[src/design/sht_pkg.sv]
`default_nettype none

package sht_pkg;

	localparam int HEIGHT_W  = 32;
	localparam int TIME_W    = 48;
	localparam int CFG_W     = 32;
	localparam int REC_W     = 16;
	localparam int SCOUNT_W  = 16;
	localparam int CFG_IDX_W = 2;
	localparam int QUO_W     = 32;

	localparam logic [CFG_IDX_W-1:0] CFG_HEIGHT_TOL = 2'd0;
	localparam logic [CFG_IDX_W-1:0] CFG_MAX_GAP    = 2'd1;
	localparam logic [CFG_IDX_W-1:0] CFG_RECOVERY   = 2'd2;

	localparam logic [CFG_W-1:0] HEIGHT_TOL_RST = 32'd6554;
	localparam logic [CFG_W-1:0] MAX_GAP_RST    = 32'd500000;
	localparam logic [REC_W-1:0] RECOVERY_RST   = 16'd5;
	localparam logic [REC_W-1:0] RECOVERY_MIN   = 16'd2;

	typedef struct packed {
		logic signed [HEIGHT_W-1:0] sample_height;
		logic                       height_valid;
		logic [TIME_W-1:0]          sample_time;
		logic                       time_valid;
		logic                       has_support;
	} sht_in_t;

	typedef struct packed {
		logic                       recovered;
		logic signed [HEIGHT_W-1:0] mean_height;
		logic                       track_valid;
		logic [SCOUNT_W-1:0]        sample_count;
	} sht_out_t;

	typedef enum logic [2:0] {
		ST_IDLE,
		ST_CMP,
		ST_DEC,
		ST_FOLD,
		ST_PUSH
	} sht_state_t;

	typedef enum logic [2:0] {
		FP_IDLE,
		FP_MUL,
		FP_SUM,
		FP_ABS,
		FP_RND,
		FP_DIV,
		FP_FIX,
		FP_DONE
	} sht_fold_phase_t;

endpackage

`default_nettype wire

[src/design/sht_fold_unit.sv]
`default_nettype none

module sht_fold_unit #(
	parameter int COUNT_BITS = 16
) (
	input  wire logic                   clk,
	input  wire logic                   arst_n,
	input  wire logic                   start,
	input  wire logic signed [31:0]     height,
	input  wire logic signed [31:0]     sample,
	input  wire logic [COUNT_BITS-1:0]  count,
	output logic                        done,
	output logic signed [31:0]          mean
);

	localparam int QW       = sht_pkg::QUO_W;
	localparam int SUM_W    = COUNT_BITS + 34;
	localparam int STEP_MAX = (COUNT_BITS > QW) ? COUNT_BITS : QW;
	localparam int STEP_W   = $clog2(STEP_MAX);
	localparam logic [STEP_W-1:0] MUL_LAST = STEP_W'(COUNT_BITS - 1);
	localparam logic [STEP_W-1:0] DIV_LAST = STEP_W'(QW - 1);

	sht_pkg::sht_fold_phase_t phase_q, phase_n;
	logic [STEP_W-1:0]        step_q;

	logic signed [31:0]       h_q;
	logic signed [31:0]       s_q;
	logic [COUNT_BITS-1:0]    n_q;
	logic [COUNT_BITS:0]      d_q;
	logic [32:0]              hi_q;
	logic [COUNT_BITS-1:0]    lo_q;
	logic [SUM_W-1:0]         sum_q;
	logic                     neg_q;
	logic [COUNT_BITS:0]      rem_q;
	logic [QW-1:0]            dvd_q;
	logic [QW-1:0]            quo_q;
	logic signed [31:0]       mean_q;

	logic [33:0]              mul_add;
	logic [32+COUNT_BITS:0]   prod;
	logic [SUM_W-1:0]         sum_add;
	logic [SUM_W-1:0]         sum_abs;
	logic [SUM_W-1:0]         rnd_add;
	logic [COUNT_BITS+1:0]    r2;
	logic [COUNT_BITS+1:0]    dsub;
	logic                     q_bit;

	assign mul_add = {hi_q[32], hi_q} + (n_q[0] ? {{2{h_q[31]}}, h_q} : 34'd0);
	assign prod    = {hi_q, lo_q};
	assign sum_add = {prod[32+COUNT_BITS], prod} + {{(SUM_W-32){s_q[31]}}, s_q};
	assign sum_abs = sum_q[SUM_W-1] ? (~sum_q + SUM_W'(1)) : sum_q;
	assign rnd_add = sum_q + {{(SUM_W-COUNT_BITS){1'b0}}, d_q[COUNT_BITS:1]};
	assign r2      = {rem_q, dvd_q[QW-1]};
	assign dsub    = r2 - {1'b0, d_q};
	assign q_bit   = !dsub[COUNT_BITS+1];

	always_comb begin
		phase_n = phase_q;
		unique case (phase_q)
			sht_pkg::FP_IDLE: phase_n = sht_pkg::FP_IDLE;
			sht_pkg::FP_MUL: begin
				if (step_q == MUL_LAST) begin
					phase_n = sht_pkg::FP_SUM;
				end
			end
			sht_pkg::FP_SUM: phase_n = sht_pkg::FP_ABS;
			sht_pkg::FP_ABS: phase_n = sht_pkg::FP_RND;
			sht_pkg::FP_RND: phase_n = sht_pkg::FP_DIV;
			sht_pkg::FP_DIV: begin
				if (step_q == DIV_LAST) begin
					phase_n = sht_pkg::FP_FIX;
				end
			end
			sht_pkg::FP_FIX: phase_n = sht_pkg::FP_DONE;
			sht_pkg::FP_DONE: phase_n = sht_pkg::FP_DONE;
			default: phase_n = sht_pkg::FP_IDLE;
		endcase
		if (start) begin
			phase_n = sht_pkg::FP_MUL;
		end
	end

	always_comb begin
		done = (phase_q == sht_pkg::FP_DONE);
		mean = mean_q;
	end

	always_ff @(posedge clk or negedge arst_n) begin
		if (!arst_n) begin
			phase_q <= sht_pkg::FP_IDLE;
			step_q  <= '0;
		end else begin
			phase_q <= phase_n;
			if (start) begin
				step_q <= '0;
			end else if (phase_q == sht_pkg::FP_MUL) begin
				step_q <= (step_q == MUL_LAST) ? '0 : step_q + STEP_W'(1);
			end else if (phase_q == sht_pkg::FP_DIV) begin
				step_q <= (step_q == DIV_LAST) ? '0 : step_q + STEP_W'(1);
			end
		end
	end

	always_ff @(posedge clk) begin
		if (start) begin
			h_q  <= height;
			s_q  <= sample;
			n_q  <= count;
			d_q  <= {1'b0, count} + (COUNT_BITS+1)'(1);
			hi_q <= '0;
		end else begin
			unique case (phase_q)
				sht_pkg::FP_MUL: begin
					hi_q <= mul_add[33:1];
					lo_q <= {mul_add[0], lo_q[COUNT_BITS-1:1]};
					n_q  <= n_q >> 1;
				end
				sht_pkg::FP_SUM: begin
					sum_q <= sum_add;
				end
				sht_pkg::FP_ABS: begin
					neg_q <= sum_q[SUM_W-1];
					sum_q <= sum_abs;
				end
				sht_pkg::FP_RND: begin
					rem_q <= rnd_add[QW +: COUNT_BITS+1];
					dvd_q <= rnd_add[QW-1:0];
				end
				sht_pkg::FP_DIV: begin
					rem_q <= q_bit ? dsub[COUNT_BITS:0] : r2[COUNT_BITS:0];
					dvd_q <= dvd_q << 1;
					quo_q <= {quo_q[QW-2:0], q_bit};
				end
				sht_pkg::FP_FIX: begin
					mean_q <= neg_q ? signed'(~quo_q + QW'(1)) : signed'(quo_q);
				end
				default: begin
				end
			endcase
		end
	end

endmodule

`default_nettype wire

[src/design/stable_height_tracker_unit.sv]
// Surface height tracker with running mean.
//
// Samples enter on the sample channel (valid/ready) and leave as one result on
// the result channel (valid/ready). Configuration is a plain write port:
// cfg_we, cfg_index, cfg_wdata; write it only while no item is in flight.
//
// One item at a time. Every item takes a bit-serial compare pass over the 48
// time bits (gap, gap limit, minimum step, height tolerance). A folded sample
// also waits for the fold unit, started at acceptance: a shift-add multiply,
// then sum, magnitude and rounding, a 32-step restoring divide and a sign
// fix. The next item is taken in the cycle after the result enters the
// output register.
//
// The output register holds a result while result_ready is low; a new item
// can be accepted and worked on meanwhile, and waits before the output until
// the register frees. Reset clears the track and loads the register defaults.
`default_nettype none

module stable_height_tracker_unit #(
	parameter int COUNT_BITS  = 16,
	parameter int MIN_STEP_US = 100
) (
	input  wire logic                             clk,
	input  wire logic                             arst_n,
	input  wire logic                             sample_valid,
	output logic                                  sample_ready,
	input  wire sht_pkg::sht_in_t                 sample,
	output logic                                  result_valid,
	input  wire logic                             result_ready,
	output sht_pkg::sht_out_t                     result,
	input  wire logic                             cfg_we,
	input  wire logic [sht_pkg::CFG_IDX_W-1:0]    cfg_index,
	input  wire logic [sht_pkg::CFG_W-1:0]        cfg_wdata
);

	localparam int TIME_W = sht_pkg::TIME_W;
	localparam int BIT_W  = $clog2(TIME_W);
	localparam logic [BIT_W-1:0]  BIT_LAST = BIT_W'(TIME_W - 1);
	localparam logic [TIME_W-1:0] MIN_STEP = TIME_W'(MIN_STEP_US);

	sht_pkg::sht_state_t st_q, st_n;

	logic [31:0]                    tol_q;
	logic [31:0]                    max_gap_q;
	logic [sht_pkg::REC_W-1:0]      rec_samp_q;

	logic signed [31:0]             track_height_q;
	logic [TIME_W-1:0]              track_time_q;
	logic                           track_held_q;
	logic [COUNT_BITS-1:0]          track_count_q;

	sht_pkg::sht_in_t               item_q;
	logic [BIT_W-1:0]               bit_q;
	logic [TIME_W-1:0]              t_sh_q;
	logic [TIME_W-1:0]              tt_sh_q;
	logic [TIME_W-1:0]              min_sh_q;
	logic [31:0]                    s_sh_q;
	logic [31:0]                    h_sh_q;
	logic [31:0]                    tol_sh_q;
	logic [31:0]                    gmax_sh_q;
	logic                           bt_q;
	logic                           b1_q;
	logic                           b2_q;
	logic                           gt_max_q;
	logic                           gt_min_q;
	logic                           gt_t1_q;
	logic                           gt_t2_q;
	logic                           rec_en_q;

	sht_pkg::sht_out_t              result_q;
	sht_pkg::sht_out_t              res_n;
	logic                           result_valid_q;

	logic                           accept;
	logic                           push_load;
	logic                           g_bit;
	logic                           d1_bit;
	logic                           d2_bit;
	logic                           clr;
	logic                           restart;
	logic                           fold_go;
	logic                           fold_done;
	logic signed [31:0]             fold_mean;
	logic [COUNT_BITS-1:0]          cnt_inc;
	logic [31:0]                    cnt_ext;

	sht_fold_unit #(
		.COUNT_BITS(COUNT_BITS)
	) u_fold (
		.clk    (clk),
		.arst_n (arst_n),
		.start  (accept),
		.height (track_height_q),
		.sample (sample.sample_height),
		.count  (track_count_q),
		.done   (fold_done),
		.mean   (fold_mean)
	);

	assign accept    = sample_valid && sample_ready;
	assign push_load = (st_q == sht_pkg::ST_PUSH) && (!result_valid_q || result_ready);

	assign g_bit  = t_sh_q[0] ^ tt_sh_q[0] ^ bt_q;
	assign d1_bit = s_sh_q[0] ^ h_sh_q[0] ^ b1_q;
	assign d2_bit = h_sh_q[0] ^ s_sh_q[0] ^ b2_q;

	assign clr = !item_q.height_valid || !item_q.time_valid || !item_q.has_support ||
		(max_gap_q == '0) || (rec_samp_q < sht_pkg::RECOVERY_MIN);
	assign restart = !track_held_q || bt_q || gt_max_q || (gt_t1_q && gt_t2_q);
	assign fold_go = !clr && !restart && gt_min_q;

	assign cnt_inc = (track_count_q == '1) ? track_count_q
		: track_count_q + COUNT_BITS'(1);
	assign cnt_ext = 32'(track_count_q);

	always_comb begin
		res_n.recovered    = rec_en_q && (cnt_ext >= 32'(rec_samp_q));
		res_n.mean_height  = track_height_q;
		res_n.track_valid  = track_held_q;
		res_n.sample_count = (cnt_ext > 32'h0000_FFFF) ? 16'hFFFF : cnt_ext[15:0];
	end

	always_comb begin
		st_n = st_q;
		unique case (st_q)
			sht_pkg::ST_IDLE: begin
				if (accept) begin
					st_n = sht_pkg::ST_CMP;
				end
			end
			sht_pkg::ST_CMP: begin
				if (bit_q == BIT_LAST) begin
					st_n = sht_pkg::ST_DEC;
				end
			end
			sht_pkg::ST_DEC: st_n = fold_go ? sht_pkg::ST_FOLD : sht_pkg::ST_PUSH;
			sht_pkg::ST_FOLD: begin
				if (fold_done) begin
					st_n = sht_pkg::ST_PUSH;
				end
			end
			sht_pkg::ST_PUSH: begin
				if (push_load) begin
					st_n = sht_pkg::ST_IDLE;
				end
			end
			default: st_n = sht_pkg::ST_IDLE;
		endcase
	end

	always_comb begin
		sample_ready = (st_q == sht_pkg::ST_IDLE);
		result_valid = result_valid_q;
		result       = result_q;
	end

	always_ff @(posedge clk or negedge arst_n) begin
		if (!arst_n) begin
			st_q           <= sht_pkg::ST_IDLE;
			bit_q          <= '0;
			tol_q          <= sht_pkg::HEIGHT_TOL_RST;
			max_gap_q      <= sht_pkg::MAX_GAP_RST;
			rec_samp_q     <= sht_pkg::RECOVERY_RST;
			track_height_q <= '0;
			track_time_q   <= '0;
			track_held_q   <= 1'b0;
			track_count_q  <= '0;
			rec_en_q       <= 1'b0;
			result_valid_q <= 1'b0;
		end else begin
			st_q <= st_n;

			if (accept) begin
				bit_q <= '0;
			end else if (st_q == sht_pkg::ST_CMP) begin
				bit_q <= bit_q + BIT_W'(1);
			end

			if (cfg_we) begin
				unique case (cfg_index)
					sht_pkg::CFG_HEIGHT_TOL: tol_q      <= cfg_wdata;
					sht_pkg::CFG_MAX_GAP:    max_gap_q  <= cfg_wdata;
					sht_pkg::CFG_RECOVERY:   rec_samp_q <= cfg_wdata[sht_pkg::REC_W-1:0];
					default: begin
					end
				endcase
			end

			if (st_q == sht_pkg::ST_DEC) begin
				rec_en_q <= !clr && !restart;
				priority if (clr) begin
					track_height_q <= '0;
					track_time_q   <= '0;
					track_held_q   <= 1'b0;
					track_count_q  <= '0;
				end else if (restart) begin
					track_height_q <= item_q.sample_height;
					track_time_q   <= item_q.sample_time;
					track_held_q   <= 1'b1;
					track_count_q  <= COUNT_BITS'(1);
				end else begin
				end
			end else if ((st_q == sht_pkg::ST_FOLD) && fold_done) begin
				track_height_q <= fold_mean;
				track_time_q   <= item_q.sample_time;
				track_held_q   <= 1'b1;
				track_count_q  <= cnt_inc;
			end

			if (push_load) begin
				result_valid_q <= 1'b1;
			end else if (result_ready) begin
				result_valid_q <= 1'b0;
			end
		end
	end

	always_ff @(posedge clk) begin
		if (accept) begin
			item_q    <= sample;
			t_sh_q    <= sample.sample_time;
			tt_sh_q   <= track_time_q;
			min_sh_q  <= MIN_STEP;
			s_sh_q    <= sample.sample_height;
			h_sh_q    <= track_height_q;
			tol_sh_q  <= tol_q;
			gmax_sh_q <= max_gap_q;
			bt_q      <= 1'b0;
			b1_q      <= 1'b0;
			b2_q      <= 1'b0;
			gt_max_q  <= 1'b0;
			gt_min_q  <= 1'b0;
			gt_t1_q   <= 1'b0;
			gt_t2_q   <= 1'b0;
		end else if (st_q == sht_pkg::ST_CMP) begin
			t_sh_q    <= t_sh_q >> 1;
			tt_sh_q   <= tt_sh_q >> 1;
			min_sh_q  <= min_sh_q >> 1;
			s_sh_q    <= {s_sh_q[31], s_sh_q[31:1]};
			h_sh_q    <= {h_sh_q[31], h_sh_q[31:1]};
			tol_sh_q  <= tol_sh_q >> 1;
			gmax_sh_q <= gmax_sh_q >> 1;
			bt_q <= (!t_sh_q[0] && tt_sh_q[0]) || (!(t_sh_q[0] ^ tt_sh_q[0]) && bt_q);
			b1_q <= (!s_sh_q[0] && h_sh_q[0]) || (!(s_sh_q[0] ^ h_sh_q[0]) && b1_q);
			b2_q <= (!h_sh_q[0] && s_sh_q[0]) || (!(h_sh_q[0] ^ s_sh_q[0]) && b2_q);
			if (g_bit != gmax_sh_q[0]) begin
				gt_max_q <= g_bit;
			end
			if (g_bit != min_sh_q[0]) begin
				gt_min_q <= g_bit;
			end
			if (d1_bit != tol_sh_q[0]) begin
				gt_t1_q <= d1_bit;
			end
			if (d2_bit != tol_sh_q[0]) begin
				gt_t2_q <= d2_bit;
			end
		end

		if (push_load) begin
			result_q <= res_n;
		end
	end

`ifndef NO_ASSERTIONS
	a_held_count: assert property (@(posedge clk) disable iff (!arst_n)
		track_held_q == (track_count_q != '0))
		else $error("track held flag disagrees with sample count");

	a_push_only: assert property (@(posedge clk) disable iff (!arst_n)
		$rose(result_valid_q) |-> $past(st_q == sht_pkg::ST_PUSH))
		else $error("result raised outside the push state");

	a_time_update: assert property (@(posedge clk) disable iff (!arst_n)
		!$stable(track_time_q) |->
			$past(st_q == sht_pkg::ST_DEC || st_q == sht_pkg::ST_FOLD))
		else $error("track time changed outside decide or fold");
`endif

endmodule

`default_nettype wire

[config.mk]
export PLATFORM = sky130hd
export DESIGN_NAME = stable_height_tracker_unit
export DESIGN_NICKNAME = d
export VERILOG_FILES = /design/src/design/sht_pkg.sv /design/src/design/sht_fold_unit.sv /design/src/design/stable_height_tracker_unit.sv
export SDC_FILE = /design/constraint.sdc
export NUM_CORES = 2
export LEC_CHECK = 0
export BUFFER_PORTS_ARGS = -buffer_cell sky130_fd_sc_hd__buf_2
export CORE_MARGIN = 2
export CORE_UTILIZATION = 30
export CTS_CLUSTER_DIAMETER = 40
export DETAILED_ROUTE_END_ITERATION = 6
export PLACE_DENSITY_LB_ADDON = 0.1
export SETUP_SLACK_MARGIN = 0.15
export SYNTH_ARGS = -nofsm -noshare
export SYNTH_HDL_FRONTEND = slang
export SYNTH_SLANG_ARGS = --single-unit
[constraint.sdc]
create_clock -name clk -period 8.5 [get_ports clk]
set_input_delay 0 -clock clk [delete_from_list [all_inputs] [get_ports clk]]
set_output_delay 0 -clock clk [all_outputs]
set_load 0.01 [all_outputs]
# Word-level counts from Yosys, hierarchy flattened
# Cells that the tools add are included.
# word_totals
regBits,845
latch_bits,0
ramBits,0
rom_bits,0
input_bits,122
out_inout_bits,52
n_memories,0
# op_classes
add_sub_neg,10
n_mul,0
div,0
order_cmp,3
eq_ne,30
n_shift,0
muxes,57
n_bitwise,8
n_reduce_logical,67
# ops
operator,n
$mux W48,8
$mux W32,11
$mux W16,7
$pmux W50 S2,1
$pmux W32 S2,1
$mux W31,2
$add A49 B32 Y50,1
$add A50 B1 Y50 const B,1
$mux W50,1
$not A50 Y50,1
$add A49 B16 Y49,1
$add A34 B34 Y34,1
$mux W34,1
$pmux W17 S2,1
$add A32 B1 Y32 const B,1
$logic_not A32 Y1,1
$not A32 Y32,1
$reduce_and A2 Y1,15
$mux W5,5
$mux W3,8
$pmux W3 S7,1
$sub A18 B17 Y18,1
$add A16 B1 Y17 const B,1
$mux W17,1
other kinds (35),102

# Logic depth before layout (Yosys ltp)
# logic_depth
depth_word,10
ltp_mapped,13
mapped_depth_nobuf,12

# By module
# From an unflattened synthesis, not the netlist that was laid out.
# hier_totals
cells_unflattened,3620
hier_area_um2,41529.8
# by_module_without_submodules
module,instances,cells_each,area_each_um2,seq_area_each_um2
stable_height_tracker_unit,1,1763,22242.6,15725.1
sht_fold_unit,1,1857,19287.2,9178.8

# Worst setup path after synthesis
# OpenSTA, ideal clock, no wires.
# synth_path
path_kind,register to register
startpoint,reg st_q[2]
endpoint,reg u_fold.quo_q[0] (enable)
setup_ns,0.777
arrival_ns,7.823
required_ns,7.723
path_slack_ns,-0.099
path_stages_with_launch,8
period_less_slack_ns,8.599
path_cell_list,dfrtp_1 clkbuf_1 nor3_1 nand2_1 clkinv_1 clkbuf_1 clkbuf_1 nor2_1
# synth_between
elab_chain_cells,4
# synth_lines
item,line_no,text
from (decl),stable_height_tracker_unit.sv:41,"sht_pkg::sht_state_t st_q, st_n;"
from (signal assigned),stable_height_tracker_unit.sv:159,st_q <= sht_pkg::ST_IDLE;
from (signal assigned),stable_height_tracker_unit.sv:171,st_q <= st_n;
$logic_not A3 Y1,stable_height_tracker_unit.sv:152,sample_ready = (st_q == sht_pkg::ST_IDLE);
via sample_ready,stable_height_tracker_unit.sv:26,"output logic sample_ready,"
$logic_and A1 B1 Y1,stable_height_tracker_unit.sv:100,assign accept = sample_valid && sample_ready;
via accept,stable_height_tracker_unit.sv:74,logic accept;
$not A1 Y1 (no source line),-,
$reduce_and A2 Y1 (no source line),-,
to (signal assigned),sht_fold_unit.sv:132,"quo_q <= {quo_q[QW-2:0], q_bit};"
to (decl),sht_fold_unit.sv:36,logic [QW-1:0] quo_q;
# The timed path passes the listed nets, and every way through them passes these cells.
# A chain may end at the register's enable or synchronous reset.

# Worst setup path after layout
# layout_path
startpoint,reg u_fold.n_q[0]
endpoint,reg u_fold.hi_q[28]
# layout_between
elab_chain_cells,2
# layout_lines
item,line_no,text
from (decl),sht_fold_unit.sv:28,logic [COUNT_BITS-1:0] n_q;
from (signal assigned),sht_fold_unit.sv:108,n_q <= count;
from (signal assigned),sht_fold_unit.sv:116,n_q <= n_q >> 1;
$mux W34,sht_fold_unit.sv:48,"assign mul_add = {hi_q[32], hi_q} + (n_q[0] ? {{2{h_q[31]}}, h_q} : 34'd0);"
$add A34 B34 Y34,sht_fold_unit.sv:48,
to (signal assigned),sht_fold_unit.sv:114,hi_q <= mul_add[33:1];
to (decl),sht_fold_unit.sv:30,logic [32:0] hi_q;
# No other way between the ends.

==> flow_metrics.py <==
metrics = {
    "status": {
        "status": "completed",
    },
    "clock_network": {
        "clock_path_buffers": 3,
        "cts.sinks": 845,
        "cts_tree": "built",
        "cts_made_buffers": 150,
        "cts_root_buf": "clkbuf_16",
        "cts_max_level": 4,
        "ctsResizeCount": 0,
        "path_clk_slew_ns": 0.05,
        "clkLatencyLatePin_ns": 0.76,
    },
    "detailed_routing": {
        "dr.pass1.iters": 6,
        "viasPerCell": 4.80,
        "post_drt_wl_per_cell_um": 18.6,
        "drt_first_iter_violations": 2184,
        "antenna_left": 0,
        "dr_total_vias": 29500,
        "routed_wl_mm": 114,
        "route.detailed.drc": 0,
    },
    "synthesis": {
        "ys_ff_latch": 845,
        "synth_nets": 4080,
        "synth.distinct_cells": 81,
        "yosysTopAreaCellShare_pct": 44.3,
        "synthCells": 3812,
        "ys_async_sr_fraction_pct": 23.2,
        "yosysWarnings": 0,
        "synth_area_um2": 40800,
        "synth_top_cell_by_area": "edfxtp_1",
        "synth.area.top_cells": "edfxtp_1 44%, dfrtp_1 11%, nand2_1 9.6%, ha_1 4.3%, xnor2_1 2.9%",
        "synth_edf_count": 602,
        "yosys_most_used_dff": "edfxtp_1",
        "avgSynthCellArea_um2": 10.7,
        "seq_area_frac_synth_pct": 58.7,
    },
    "place": {
        "io_buffers": 173,
        "dp_hpwl_mm": 75.0,
        "gp_congestion": 0.814,
    },
    "power_and_ir_drop": {
        "p_int_w": 0.0121,
        "p_leak_nw": 21.2,
        "seqPwrFrac_pct": 38.3,
        "peakVddDrop_v": 0.000281,
        "switching_share_pct": 32.7,
        "power_density_nw_per_um2": 351,
        "comb_power_share_pct": 26.9,
        "p_sw_w": 0.00588,
        "power_frac_clock_pct": 34.8,
    },
    "global_routing": {
        "grt.total_usage_pct": 16.3,
        "grt_max_degree": 177,
        "grt_pass1_vias": 29600,
        "grt-ovfl-total": 0,
        "antenna_found_initial": 3,
        "grt_pass1_wl_mm": 177,
    },
    "hold_path": {
        "min_path_type": "in -> reg",
    },
    "timing": {
        "maxSlewHeadroom_pct": 26.7,
        "finClkSkew_ns": 0.0268,
        "setup_viol": 0,
        "fin_tns_setup_ns": 0,
        "slew_violations": 0,
        "worstMarginPinSlew_ns": 1.10,
        "layout_min_cycle_time_ns": 4.32,
        "period_share_pct": 50.8,
        "fmax_mhz": 231,
        "rsz0062_at_grt": "false",
        "hold_viol": 0,
    },
    "critical_path": {
        "worst-path-max-fanout": 32,
        "start_kind": "register",
        "path_class": "reg -> reg",
        "worstPathArrival_ns": 4.95,
        "required_ns": 9.13,
        "crit_path_end_kind": "register",
    },
    "floorplanning": {
        "start_util_pct": 30.2,
        "core-area_um2": 135000,
        "io_pins": 174,
        "die_area_um2": 139000,
        "die_w_um": 373,
        "rows": 135,
        "dieHeight_um": 373,
    },
    "finish": {
        "area.growth.synth_to_final_pct": 25.8,
        "multi_input_area_um2": 15900,
        "drive_above_1_share_pct": 13.8,
        "fin_util_pct": 38.0,
        "nets": 4499,
        "regArea_um2": 23900,
        "fillCellCount": 13400,
    },
    "job": {
        "maxCapViolations": 0,
    },
}
## worst paths after layout
| check | end | startpoint | slack [ns] | cells past startpoint |
|---|---|---|---|---|
| setup / recovery | u_fold.hi_q[28] | u_fold.n_q[0] | 4.18 | 11 |
| hold / removal | t_sh_q[6] | sample[8] | 0.07 | 4 |
| setup reg to reg | u_fold.hi_q[28] | u_fold.n_q[0] | 4.18 | 11 |
| hold reg to reg | min_sh_q[6] | min_sh_q[6] | 0.45 | 2 |
| max in group asynchronous | track_time_q[19] | arst_n | 7.14 | 4 |
| min in group asynchronous | max_gap_q[18] | arst_n | 0.46 | 3 |
## final cells by class
class                           instances  area share (%)
Sequential cell                       845            46.7
Multi-Input combinational cell       2703            31.1
Clock buffer                          193            8.12
Timing Repair Buffer                  449            7.00
Tap cell                             1781            4.34
Clock inverter                         87            2.15
Inverter                               82           0.615
Antenna cell                            3          0.0146
## cell usage in the layout (no fill, tap or decap), types with 37 or more instances in the layout
| cell | count |
|---|---|
| buf_2 | 172 |
| and3_1 | 37 |
| inv_1 | 80 |
| a21o_1 | 45 |
| dfxtp_1 | 47 |
| nand2_1 | 1040 |
| a21oi_1 | 145 |
| clkbuf_16 | 157 |
| nor3_1 | 40 |
| a31oi_1 | 48 |
| o22ai_1 | 41 |
| xor2_1 | 89 |
| dfrtp_1 | 180 |
| dlygate4sd3_1 | 239 |
| ha_1 | 139 |
| xnor2_1 | 133 |
| nor2_1 | 158 |
| mux2_2 | 82 |
| nand3_1 | 144 |
| and2_1 | 43 |
| edfxtp_1 | 602 |
| o21ai_0 | 161 |
## critical path, stage by stage (launching register included)
cell,delay (ns)
edfxtp_1,0.90
and2_1,0.28
ha_1,0.26
a211oi_1,0.27
o21bai_1,0.14
a2111oi_0,0.84
o31ai_1,0.28
a31o_2,0.35
a41o_1,0.28
a21boi_0,0.23
mux2i_1,0.11
a221o_1,0.26
## registers in the layout, indices dropped and copies added (netlist names), 33 cells and up
register      flops
item_q           83
result           50
u_fold.sum_q     50
t_sh_q           48
track_time_q     48
tt_sh_q          48
u_fold.hi_q      33
## logic make-up (layout without fill, tap and decap cells)
| group | Yosys count | count (layout) | share of synthesized area [%] |
|---|---|---|---|
| XOR/XNOR | 222 | 222 | 4.77 |
| multiplexers | 112 | 112 | 3.00 |
| flip-flops | 845 | 845 | 58.7 |
| adder cells (fa/ha/maj) | 146 | 146 | 4.61 |
| AO/OA/AOI/OAI | 597 | 597 | 9.15 |
| other | 0 | 3 | 0 |
| AND/OR/NAND/NOR | 1626 | 1626 | 17.3 |
| buffers and inverters | 264 | 811 | 2.44 |
## stage by stage
stage	hold WS, ns	setup WS, ns	area, µm²	power (W)	instances
4_1_cts	0.00204	4.03	51300	0.0183	6140
5_1_grt	0.0273	3.76	51300	0.0192	6141
6_report	0.0748	4.18	51300	0.0180	6143
3_3_place_gp	0.134	4.08	43600	0.0118	5620
2_1_floorplan	-0.296	1.48	40800	0.0103	3812
3_5_place_dp	0.128	4.10	43600	0.0118	5620
## repair_timing
action                    CTS  global route
hold buffers              240             0
hold endpoints to repair  337             0
setup buffers               0             0
## power groups by stage
| stage | sequential [W] | combinational [W] | clock, W |
|---|---|---|---|
| 2_1_floorplan | 0.00678 | 0.00355 | 0 |
| 3_3_place_gp | 0.00696 | 0.00481 | 0 |
| 3_5_place_dp | 0.00697 | 0.00482 | 0 |
| 4_1_cts | 0.00692 | 0.00494 | 0.00643 |
| 5_1_grt | 0.00704 | 0.00552 | 0.00659 |
| 6_report | 0.00690 | 0.00485 | 0.00626 |
## synthesized netlist by cell type, types with 47 or more instances
cell / number
o21ai_0: 161
mux2_2: 82
dfxtp_1: 47
xnor2_1: 133
edfxtp_1: 602
clkbuf_1: 175
inv_1: 80
dfrtp_1: 180
nor2_1: 163
nand3_1: 144
nand2_1: 1042
a31oi_1: 48
ha_1: 139
xor2_1: 89
a21oi_1: 146
## per-layer routing
metal,part of all wire (%),vias up,routed length [µm],track usage (%)
met4,2.2,2,2490,4.79
li1,-,14400,-,-
met5,0.0096,-,11,0
met3,3.6,160,4120,3.05
met2,45,467,51900,25.7
met1,49,14400,55600,22.8
Note: power is estimated with default switching activity, not from simulation.
